## config.mk

```make
export PLATFORM = sky130hd
export DESIGN_NAME = relative_strength_index_top
export DESIGN_NICKNAME = d
export VERILOG_FILES = /design/src/hw/rtl/rsi_pkg.sv /design/src/hw/rtl/rsi_div.sv /design/src/hw/rtl/relative_strength_index_top.sv
export SDC_FILE = /design/constraint.sdc
export NUM_CORES = 2
export LEC_CHECK = 0
export ABC_AREA = 1
export BUFFER_PORTS_ARGS = -buffer_cell sky130_fd_sc_hd__buf_2
export CORE_MARGIN = 4
export CORE_UTILIZATION = 50
export CTS_CLUSTER_SIZE = 14
export DETAILED_ROUTE_END_ITERATION = 12
export GPL_TIMING_DRIVEN = 0
export PLACE_DENSITY = 0.65
export SLEW_MARGIN = 10
export SYNTH_ARGS = -nofsm -noshare
export SYNTH_HDL_FRONTEND = slang
export SYNTH_SLANG_ARGS = --single-unit
export TNS_END_PERCENT = 50
```

## constraint.sdc

```tcl
create_clock -name clock -period 17 [get_ports clock]
set_input_delay 2.55 -clock clock [delete_from_list [all_inputs] [get_ports clock]]
set_output_delay 2.55 -clock clock [all_outputs]
set_load 0.02 [all_outputs]
```

## src/hw/rtl/rsi_pkg.sv

```systemverilog
`timescale 1ns / 1ps

package rsi_pkg;

   localparam int PERIOD_BITS   = 8;
   localparam int INDEX_BITS    = 14;
   localparam int SEEN_BITS     = 9;
   localparam int STEP_BITS     = 7;
   localparam int STRENGTH_BITS = 49;

   localparam logic [PERIOD_BITS-1:0] PERIOD_RESET = 8'd14;
   localparam logic [SEEN_BITS-1:0]   SEEN_MAX     = 9'd511;
   localparam logic [INDEX_BITS-1:0]  FULL_SCALE   = 14'd10000;
   localparam logic [STEP_BITS-1:0]   RATIO_STEPS  = 7'd14;

   typedef enum logic [2:0] {
      ST_IDLE,
      ST_GAIN_LOAD,
      ST_GAIN_DIV,
      ST_LOSS_LOAD,
      ST_LOSS_DIV,
      ST_SCALE,
      ST_RATIO_DIV,
      ST_RESP
   } rsi_state_type;

   typedef struct packed {
      logic                 start;
      logic [STEP_BITS-1:0] steps;
   } rsi_div_ctl_type;

endpackage

```

## src/hw/rtl/rsi_div.sv

```systemverilog
`timescale 1ns / 1ps

module rsi_div #(
   parameter int REM_W = 41,
   parameter int QUO_W = 40
) (
   input  logic                     clock,
   input  logic                     reset,
   input  rsi_pkg::rsi_div_ctl_type ctl,
   input  logic [REM_W-1:0]         rem_init,
   input  logic [QUO_W-1:0]         quo_init,
   input  logic [REM_W-1:0]         den,
   output logic [QUO_W-1:0]         quo,
   output logic                     done
);
   import rsi_pkg::*;

   logic [REM_W-1:0]     rem_ff, rem_in;
   logic [QUO_W-1:0]     quo_ff, quo_in;
   logic [REM_W-1:0]     den_ff, den_in;
   logic [STEP_BITS-1:0] count_ff, count_in;
   logic                 busy_ff, busy_in;
   logic                 done_ff, done_in;

   logic [REM_W:0] trial;
   logic [REM_W:0] trial_diff;
   logic           fits;

   assign trial      = {rem_ff, quo_ff[QUO_W-1]};
   assign fits       = trial >= {1'b0, den_ff};
   assign trial_diff = trial - {1'b0, den_ff};

   always_comb begin
      rem_in   = rem_ff;
      quo_in   = quo_ff;
      den_in   = den_ff;
      count_in = count_ff;
      busy_in  = busy_ff;
      done_in  = 1'b0;
      if (ctl.start) begin
         rem_in   = rem_init;
         quo_in   = quo_init;
         den_in   = den;
         count_in = ctl.steps;
         busy_in  = 1'b1;
      end else if (busy_ff) begin
         rem_in   = fits ? trial_diff[REM_W-1:0] : trial[REM_W-1:0];
         quo_in   = {quo_ff[QUO_W-2:0], fits};
         count_in = count_ff - STEP_BITS'(1);
         busy_in  = count_ff != STEP_BITS'(1);
         done_in  = count_ff == STEP_BITS'(1);
      end
   end

   always_ff @(posedge clock) begin
      rem_ff   <= rem_in;
      quo_ff   <= quo_in;
      den_ff   <= den_in;
      count_ff <= count_in;
      if (reset) begin
         busy_ff <= 1'b0;
         done_ff <= 1'b0;
      end else begin
         busy_ff <= busy_in;
         done_ff <= done_in;
      end
   end

   assign quo  = quo_ff;
   assign done = done_ff;

endmodule

```

## src/hw/rtl/relative_strength_index_top.sv

```systemverilog
`timescale 1ns / 1ps
// Channel   Direction  Handshake          Payload
// req_      in         req_valid/stall    req_price, req_series_start
// rsp_      out        rsp_valid/stall    rsp_strength_index, rsp_index_valid
// csr_      in         csr_valid/ready    csr_data (smoothing period)
//
// Warm-up requests (series start, or fewer differences than the period) go straight to the response state.
// Averaging requests run on one shared radix-2 divider: two average divisions of
// PRICE_BITS+FRAC_BITS steps and, unless the loss average is zero, one 14-step ratio
// division, after both averages are right-shifted until they fit in STRENGTH_BITS.
// Reset is synchronous; the period returns to 14 and the next request opens a series.
// A new request is taken while an earlier response is still stalled at the output.

module relative_strength_index_top #(
   parameter int PRICE_BITS = 24,
   parameter int FRAC_BITS  = 16
) (
   input  logic                             clock,
   input  logic                             reset,
   input  logic                             req_valid,
   output logic                             req_stall,
   input  logic [PRICE_BITS-1:0]            req_price,
   input  logic                             req_series_start,
   output logic                             rsp_valid,
   input  logic                             rsp_stall,
   output logic [rsi_pkg::INDEX_BITS-1:0]   rsp_strength_index,
   output logic                             rsp_index_valid,
   input  logic                             csr_valid,
   output logic                             csr_ready,
   input  logic [rsi_pkg::PERIOD_BITS-1:0]  csr_data
);
   import rsi_pkg::*;

   localparam int AVG_W  = PRICE_BITS + FRAC_BITS;
   localparam int NUM_W  = AVG_W + PERIOD_BITS;
   localparam int SCL_W  = (AVG_W < STRENGTH_BITS) ? AVG_W : STRENGTH_BITS;
   localparam int REM_W  = SCL_W + 1;
   localparam int PROD_W = SCL_W + INDEX_BITS;

   rsi_state_type state_ff, state_in;

   logic [PERIOD_BITS-1:0] period_ff, period_in;
   logic [PRICE_BITS-1:0]  prev_ff, prev_in;
   logic [SEEN_BITS-1:0]   seen_ff, seen_in;
   logic [AVG_W-1:0]       gain_avg_ff, gain_avg_in;
   logic [AVG_W-1:0]       loss_avg_ff, loss_avg_in;
   logic [PRICE_BITS-1:0]  gain_ff, gain_in;
   logic [PRICE_BITS-1:0]  loss_ff, loss_in;
   logic                   smooth_ff, smooth_in;
   logic [AVG_W-1:0]       sg_ff, sg_in;
   logic [AVG_W-1:0]       sl_ff, sl_in;
   logic [INDEX_BITS-1:0]  res_ff, res_in;
   logic                   resv_ff, resv_in;
   logic                   rsp_valid_ff, rsp_valid_in;
   logic [INDEX_BITS-1:0]  rsp_strength_ff, rsp_strength_in;
   logic                   rsp_index_valid_ff, rsp_index_valid_in;

   logic                   req_accept;
   logic                   rsp_load;
   logic                   first;
   logic [PERIOD_BITS-1:0] p;
   logic [PERIOD_BITS-1:0] pm1;
   logic [SEEN_BITS-1:0]   p_seen;
   logic                   up;
   logic [PRICE_BITS-1:0]  gain_new;
   logic [PRICE_BITS-1:0]  loss_new;
   logic [AVG_W-1:0]       avg_sel;
   logic [PRICE_BITS-1:0]  x_sel;
   logic [NUM_W-1:0]       num_wild;
   logic [NUM_W-1:0]       num_first;
   logic [NUM_W-1:0]       avg_num;
   logic [PROD_W-1:0]      prod;
   logic [REM_W-1:0]       den_sum;
   logic                   big;
   logic                   ratio;

   rsi_div_ctl_type        div_ctl;
   logic [REM_W-1:0]       div_rem_init;
   logic [AVG_W-1:0]       div_quo_init;
   logic [REM_W-1:0]       div_den;
   logic [AVG_W-1:0]       div_quo;
   logic                   div_done;

   assign req_accept = req_valid && !req_stall;
   assign rsp_load   = (state_ff == ST_RESP) && (!rsp_valid_ff || !rsp_stall);
   assign first      = req_series_start || (seen_ff == '0);
   assign p          = (period_ff == '0) ? PERIOD_BITS'(1) : period_ff;
   assign pm1        = p - PERIOD_BITS'(1);
   assign p_seen     = SEEN_BITS'(p);
   assign up         = req_price > prev_ff;
   assign gain_new   = up ? (req_price - prev_ff) : '0;
   assign loss_new   = up ? '0 : (prev_ff - req_price);

   assign avg_sel   = (state_ff == ST_LOSS_LOAD) ? loss_avg_ff : gain_avg_ff;
   assign x_sel     = (state_ff == ST_LOSS_LOAD) ? loss_ff : gain_ff;
   assign num_wild  = NUM_W'(avg_sel) * NUM_W'(pm1) + (NUM_W'(x_sel) << FRAC_BITS);
   assign num_first = NUM_W'(avg_sel + AVG_W'(x_sel)) << FRAC_BITS;
   assign avg_num   = smooth_ff ? num_wild : num_first;

   assign prod    = PROD_W'(sg_ff[SCL_W-1:0]) * PROD_W'(FULL_SCALE);
   assign den_sum = REM_W'(sg_ff[SCL_W-1:0]) + REM_W'(sl_ff[SCL_W-1:0]);
   assign big     = ((sg_ff | sl_ff) >> STRENGTH_BITS) != '0;
   assign ratio   = state_ff == ST_SCALE;

   assign div_rem_init = ratio ? REM_W'(prod[PROD_W-1:INDEX_BITS])
                               : REM_W'(avg_num[NUM_W-1:AVG_W]);
   assign div_quo_init = ratio ? {prod[INDEX_BITS-1:0], {(AVG_W-INDEX_BITS){1'b0}}}
                               : avg_num[AVG_W-1:0];
   assign div_den      = ratio ? den_sum : REM_W'(p);

   always_comb begin
      div_ctl.start = (state_ff == ST_GAIN_LOAD) || (state_ff == ST_LOSS_LOAD)
                      || (ratio && !big && (sl_ff != '0));
      div_ctl.steps = ratio ? RATIO_STEPS : STEP_BITS'(AVG_W);
   end

   rsi_div #(
      .REM_W (REM_W),
      .QUO_W (AVG_W)
   ) u_div (
      .clock    (clock),
      .reset    (reset),
      .ctl      (div_ctl),
      .rem_init (div_rem_init),
      .quo_init (div_quo_init),
      .den      (div_den),
      .quo      (div_quo),
      .done     (div_done)
   );

   always_comb begin
      state_in = state_ff;
      case (state_ff)
         ST_IDLE: begin
            if (req_valid) begin
               if (first || (seen_ff < p_seen)) begin
                  state_in = ST_RESP;
               end else begin
                  state_in = ST_GAIN_LOAD;
               end
            end
         end
         ST_GAIN_LOAD: begin
            state_in = ST_GAIN_DIV;
         end
         ST_GAIN_DIV: begin
            if (div_done) begin
               state_in = ST_LOSS_LOAD;
            end
         end
         ST_LOSS_LOAD: begin
            state_in = ST_LOSS_DIV;
         end
         ST_LOSS_DIV: begin
            if (div_done) begin
               state_in = ST_SCALE;
            end
         end
         ST_SCALE: begin
            if (!big) begin
               state_in = (sl_ff == '0) ? ST_RESP : ST_RATIO_DIV;
            end
         end
         ST_RATIO_DIV: begin
            if (div_done) begin
               state_in = ST_RESP;
            end
         end
         ST_RESP: begin
            if (rsp_load) begin
               state_in = ST_IDLE;
            end
         end
         default: begin
            state_in = ST_IDLE;
         end
      endcase
   end

   always_comb begin
      period_in          = period_ff;
      prev_in            = prev_ff;
      seen_in            = seen_ff;
      gain_avg_in        = gain_avg_ff;
      loss_avg_in        = loss_avg_ff;
      gain_in            = gain_ff;
      loss_in            = loss_ff;
      smooth_in          = smooth_ff;
      sg_in              = sg_ff;
      sl_in              = sl_ff;
      res_in             = res_ff;
      resv_in            = resv_ff;
      rsp_valid_in       = rsp_valid_ff && rsp_stall;
      rsp_strength_in    = rsp_strength_ff;
      rsp_index_valid_in = rsp_index_valid_ff;

      if (csr_valid && csr_ready) begin
         period_in = csr_data;
      end

      case (state_ff)
         ST_IDLE: begin
            if (req_accept) begin
               prev_in = req_price;
               res_in  = '0;
               resv_in = 1'b0;
               if (first) begin
                  seen_in     = SEEN_BITS'(1);
                  gain_avg_in = '0;
                  loss_avg_in = '0;
               end else begin
                  if (seen_ff < SEEN_MAX) begin
                     seen_in = seen_ff + SEEN_BITS'(1);
                  end
                  gain_in = gain_new;
                  loss_in = loss_new;
                  if (seen_ff < p_seen) begin
                     gain_avg_in = gain_avg_ff + AVG_W'(gain_new);
                     loss_avg_in = loss_avg_ff + AVG_W'(loss_new);
                  end else begin
                     smooth_in = seen_ff != p_seen;
                  end
               end
            end
         end
         ST_GAIN_DIV: begin
            if (div_done) begin
               gain_avg_in = div_quo;
            end
         end
         ST_LOSS_DIV: begin
            if (div_done) begin
               loss_avg_in = div_quo;
               sg_in       = gain_avg_ff;
               sl_in       = div_quo;
            end
         end
         ST_SCALE: begin
            if (big) begin
               sg_in = sg_ff >> 1;
               sl_in = sl_ff >> 1;
            end else if (sl_ff == '0) begin
               res_in  = FULL_SCALE;
               resv_in = 1'b1;
            end
         end
         ST_RATIO_DIV: begin
            if (div_done) begin
               res_in  = div_quo[INDEX_BITS-1:0];
               resv_in = 1'b1;
            end
         end
         ST_RESP: begin
            if (rsp_load) begin
               rsp_valid_in       = 1'b1;
               rsp_strength_in    = res_ff;
               rsp_index_valid_in = resv_ff;
            end
         end
         default: begin
         end
      endcase
   end

   always_ff @(posedge clock) begin
      prev_ff            <= prev_in;
      gain_avg_ff        <= gain_avg_in;
      loss_avg_ff        <= loss_avg_in;
      gain_ff            <= gain_in;
      loss_ff            <= loss_in;
      smooth_ff          <= smooth_in;
      sg_ff              <= sg_in;
      sl_ff              <= sl_in;
      res_ff             <= res_in;
      resv_ff            <= resv_in;
      rsp_strength_ff    <= rsp_strength_in;
      rsp_index_valid_ff <= rsp_index_valid_in;
      if (reset) begin
         state_ff     <= ST_IDLE;
         period_ff    <= PERIOD_RESET;
         seen_ff      <= '0;
         rsp_valid_ff <= 1'b0;
      end else begin
         state_ff     <= state_in;
         period_ff    <= period_in;
         seen_ff      <= seen_in;
         rsp_valid_ff <= rsp_valid_in;
      end
   end

   assign req_stall          = state_ff != ST_IDLE;
   assign csr_ready          = state_ff == ST_IDLE;
   assign rsp_valid          = rsp_valid_ff;
   assign rsp_strength_index = rsp_strength_ff;
   assign rsp_index_valid    = rsp_index_valid_ff;

   a_invalid_zero: assert property (@(posedge clock) disable iff (reset)
      rsp_valid && !rsp_index_valid |-> rsp_strength_index == '0)
      else $error("invalid response carries a nonzero index");

   a_index_range: assert property (@(posedge clock) disable iff (reset)
      rsp_valid |-> rsp_strength_index <= FULL_SCALE)
      else $error("strength index above full scale");

   a_div_done_state: assert property (@(posedge clock) disable iff (reset)
      div_done |-> (state_ff == ST_GAIN_DIV) || (state_ff == ST_LOSS_DIV)
                   || (state_ff == ST_RATIO_DIV))
      else $error("divider finished outside a divide state");

   a_start_short: assert property (@(posedge clock) disable iff (reset)
      req_accept && req_series_start |=> state_ff == ST_RESP)
      else $error("series start request did not go straight to response");

endmodule
```

==> metrics <==
status complete, no violations; synthesized cell area 50090 µm²; crit path time final 9.485 ns; non-filler cells, final 8365; met2 WL 87010 µm; hold buffers post-CTS 0; Via Count 46849; worst-skew pair later-pin latency 0.67 ns; Worst Setup End Kind flop; Setup Crit Path Kind flop to flop; synthesized flop and latch total 415; CP most frequent cell nand2_1; worst-path fanout max 10; post-route ant nets 0; Peak Freq 105.4 MHz; ys flop type edfxtp_1; PortBufs 55; Seq. cell area 12230 µm²; Initial Utilization 0.5068; share of layout cells above drive strength 1 0.04593; global-route wire length before repair 289800 µm; CP peak stage delay 0.79 ns; CP Launch Type flop; vias in the first global route 45625; Least-Margin Pin Slew 1.408 ns; unique cell type count in the Yosys netlist 64; largest net degree at the start of global routing 51; cts bufs inserted 49; number of flops mapped to enable cells by yosys 392; # rows 115; root buffer selected by CTS clkbuf_16; DRT met1 WL 78830 µm; Final setup violation count 0; area of the multi-input gates 31620 µm²; post-detail-place hpwl 169100 µm; commonest non-fill, non-tap cell in the layout inv_1; DP Cell Count 8273; CTS tree done; Synth warnings 0; Die W 324.5 µm; CTS max path bufs 3; Initial DRC Count 4372; CP Data Required Time 17.41 ns; post-CTS setup buffers 0; Clock Skew 0.05845 ns; Slew HR 0.05141; Net Count, Synth 7756; final hold violation count 0; Clock Pin Slew Worst Setup and Hold Paths 0.06 ns; die area 105300 µm²; setup TNS after final layout 0 ns; vias per cell 5.601; Cells after Synth 6913; Die Ht 324.5 µm; most frequent cells in the layout 1524 x inv_1, 1431 x nand2_1, 800 x nor2_1, 474 x a21oi_1, 438 x ha_1; Tot GR Track Use 0.3681; maximum level of the CTS H-tree 2; Wirelength per Cell 23.55 µm; Worst Path Arrival 9.89 ns; Final Slew Violations 0; crit share post-route 0.5580; Post-Route WL 197000 µm; syn avg cell area 7.246 µm²; post_cts resized 0; nets@finish 7880; Async SR Flop Fraction 0; Area Growth Syn to Fin 7.848%; Congestion Overflow GR 0; core area 98850 µm²; Fillers 9851; number of remaining DRC errors 0; Initial DRT Pass Iterations 9; Met3 Wirelength 15850 µm; part of the Yosys area used for sequential elements 0.2442; Max Used Layer met5; max cap viols 0; critical path's slowest cell clkbuf_1; Placer Congestion 1.034; RSZ-0062 raised after global routing no; initial antenna violation count 4; clock sinks 415; Worst Hold Class flop to flop; I/O pins 56
==> flip-flops by register name, indices dropped and copies added, names as in the netlist, 3 cells and up <==
| signal | flops |
|---|---|
| loss_avg_ff | 40 |
| sg_ff | 40 |
| res_ff | 14 |
| sl_ff | 40 |
| gain_ff | 24 |
| period_ff | 8 |
| gain_avg_ff | 40 |
| prev_ff | 24 |
| loss_ff | 24 |
| state_ff | 3 |
| u_div.den_ff | 41 |
| u_div.quo | 40 |
| u_div.count_ff | 7 |
| seen_ff | 9 |
| u_div.rem_ff | 41 |
| rsp_strength_index | 14 |
==> cell type report <==
cell class                 instances  area share
multi-input combinational       4850      0.5853
timing repair buffer              73     0.01056
antenna                            2  0.00009264
inverter                        1533      0.1066
clock inverter                    34    0.007226
buffer                           115     0.01031
sequential                       415      0.2264
tap                             1287     0.02981
clock buffer                      56     0.02374
==> metal layers <==
| layer | GRT usage | vias up |
|---|---|---|
| li1 | - | 22127 |
| met1 | 0.4726 | 22376 |
| met2 | 0.5869 | 1939 |
| met3 | 0.05586 | 405 |
| met4 | 0.2279 | 2 |
| met5 | 0 | - |
==> metrics by stage <==
step	setup WS [ns]	area [µm²]	hold WS (ns)	util
floorplan	10.74	50090	0.4003	-
global placement	6.523	51980	0.4010	0.5258
detailed placement	7.812	52350	0.4054	0.5295
CTS	7.797	54020	0.4204	0.5465
global route	7.355	54020	0.4289	0.5465
finish	7.515	54020	0.4204	0.5465
==> Yosys cell counts, types with 5 or more instances <==
library cell / n / share of area
clkbuf_1: 61 / 0.0046
nand3b_1: 11 / 0.0016
nor2_4: 6 / 0.0013
nor2_2: 21 / 0.0026
or2_1: 5 / 0.00062
nand4_1: 41 / 0.0051
o21a_1: 27 / 0.0040
and2_1: 9 / 0.0011
o21ai_2: 7 / 0.0012
nor2_1: 802 / 0.060
or2_2: 47 / 0.0059
xnor2_1: 42 / 0.0073
and3_1: 7 / 0.00087
dfxtp_1: 23 / 0.0092
nor4_1: 28 / 0.0035
o22ai_1: 47 / 0.0059
buf_4: 9 / 0.0013
buf_2: 32 / 0.0032
o21bai_1: 42 / 0.0063
buf_1: 5 / 0.00037
nor3_1: 66 / 0.0066
o21ai_0: 397 / 0.040
o21ai_1: 38 / 0.0038
o211ai_1: 16 / 0.0024
nand2_1: 1432 / 0.11
buf_6: 6 / 0.0013
nand2_2: 10 / 0.0012
a21boi_0: 8 / 0.0012
a21o_1: 27 / 0.0040
xor2_1: 73 / 0.013
fa_1: 367 / 0.15
a31oi_1: 34 / 0.0042
edfxtp_1: 392 / 0.23
ha_1: 438 / 0.11
inv_1: 1525 / 0.11
a21oi_1: 476 / 0.048
nand3_1: 289 / 0.029
==> logic make-up after synthesis <==
group | Yosys count | share of synthesized area
AND/OR/NAND/NOR | 2787 | 0.2290
buffers and inverters | 1648 | 0.1260
AO/OA/AOI/OAI | 1143 | 0.1246
adder cells (fa/ha/maj) | 805 | 0.2561
flip-flops | 415 | 0.2442
XOR/XNOR | 115 | 0.02011
==> worst max-delay path, delay by kind of cell, from the launching register on <==
kind / cells / cell delay, ns
buf+inv: 8 / 2.41
simple gates: 22 / 3.23
flops: 1 / 0.48
fa+ha+maj: 6 / 3.05
==> worst paths after layout <==
kind	startpoint	end	slack, ns	depth (start not counted)
worst min-delay path	res_ff[0]	rsp_strength_index[0]	0.42	0
worst min register to register	res_ff[0]	rsp_strength_index[0]	0.42	0
worst max register to register	period_ff[6]	u_div.rem_ff[1]	7.51	36
worst max-delay path	period_ff[6]	u_div.rem_ff[1]	7.51	36
Power is not shown: default switching activity piles up to over one toggle a cycle in this logic, so the estimate is an artifact.
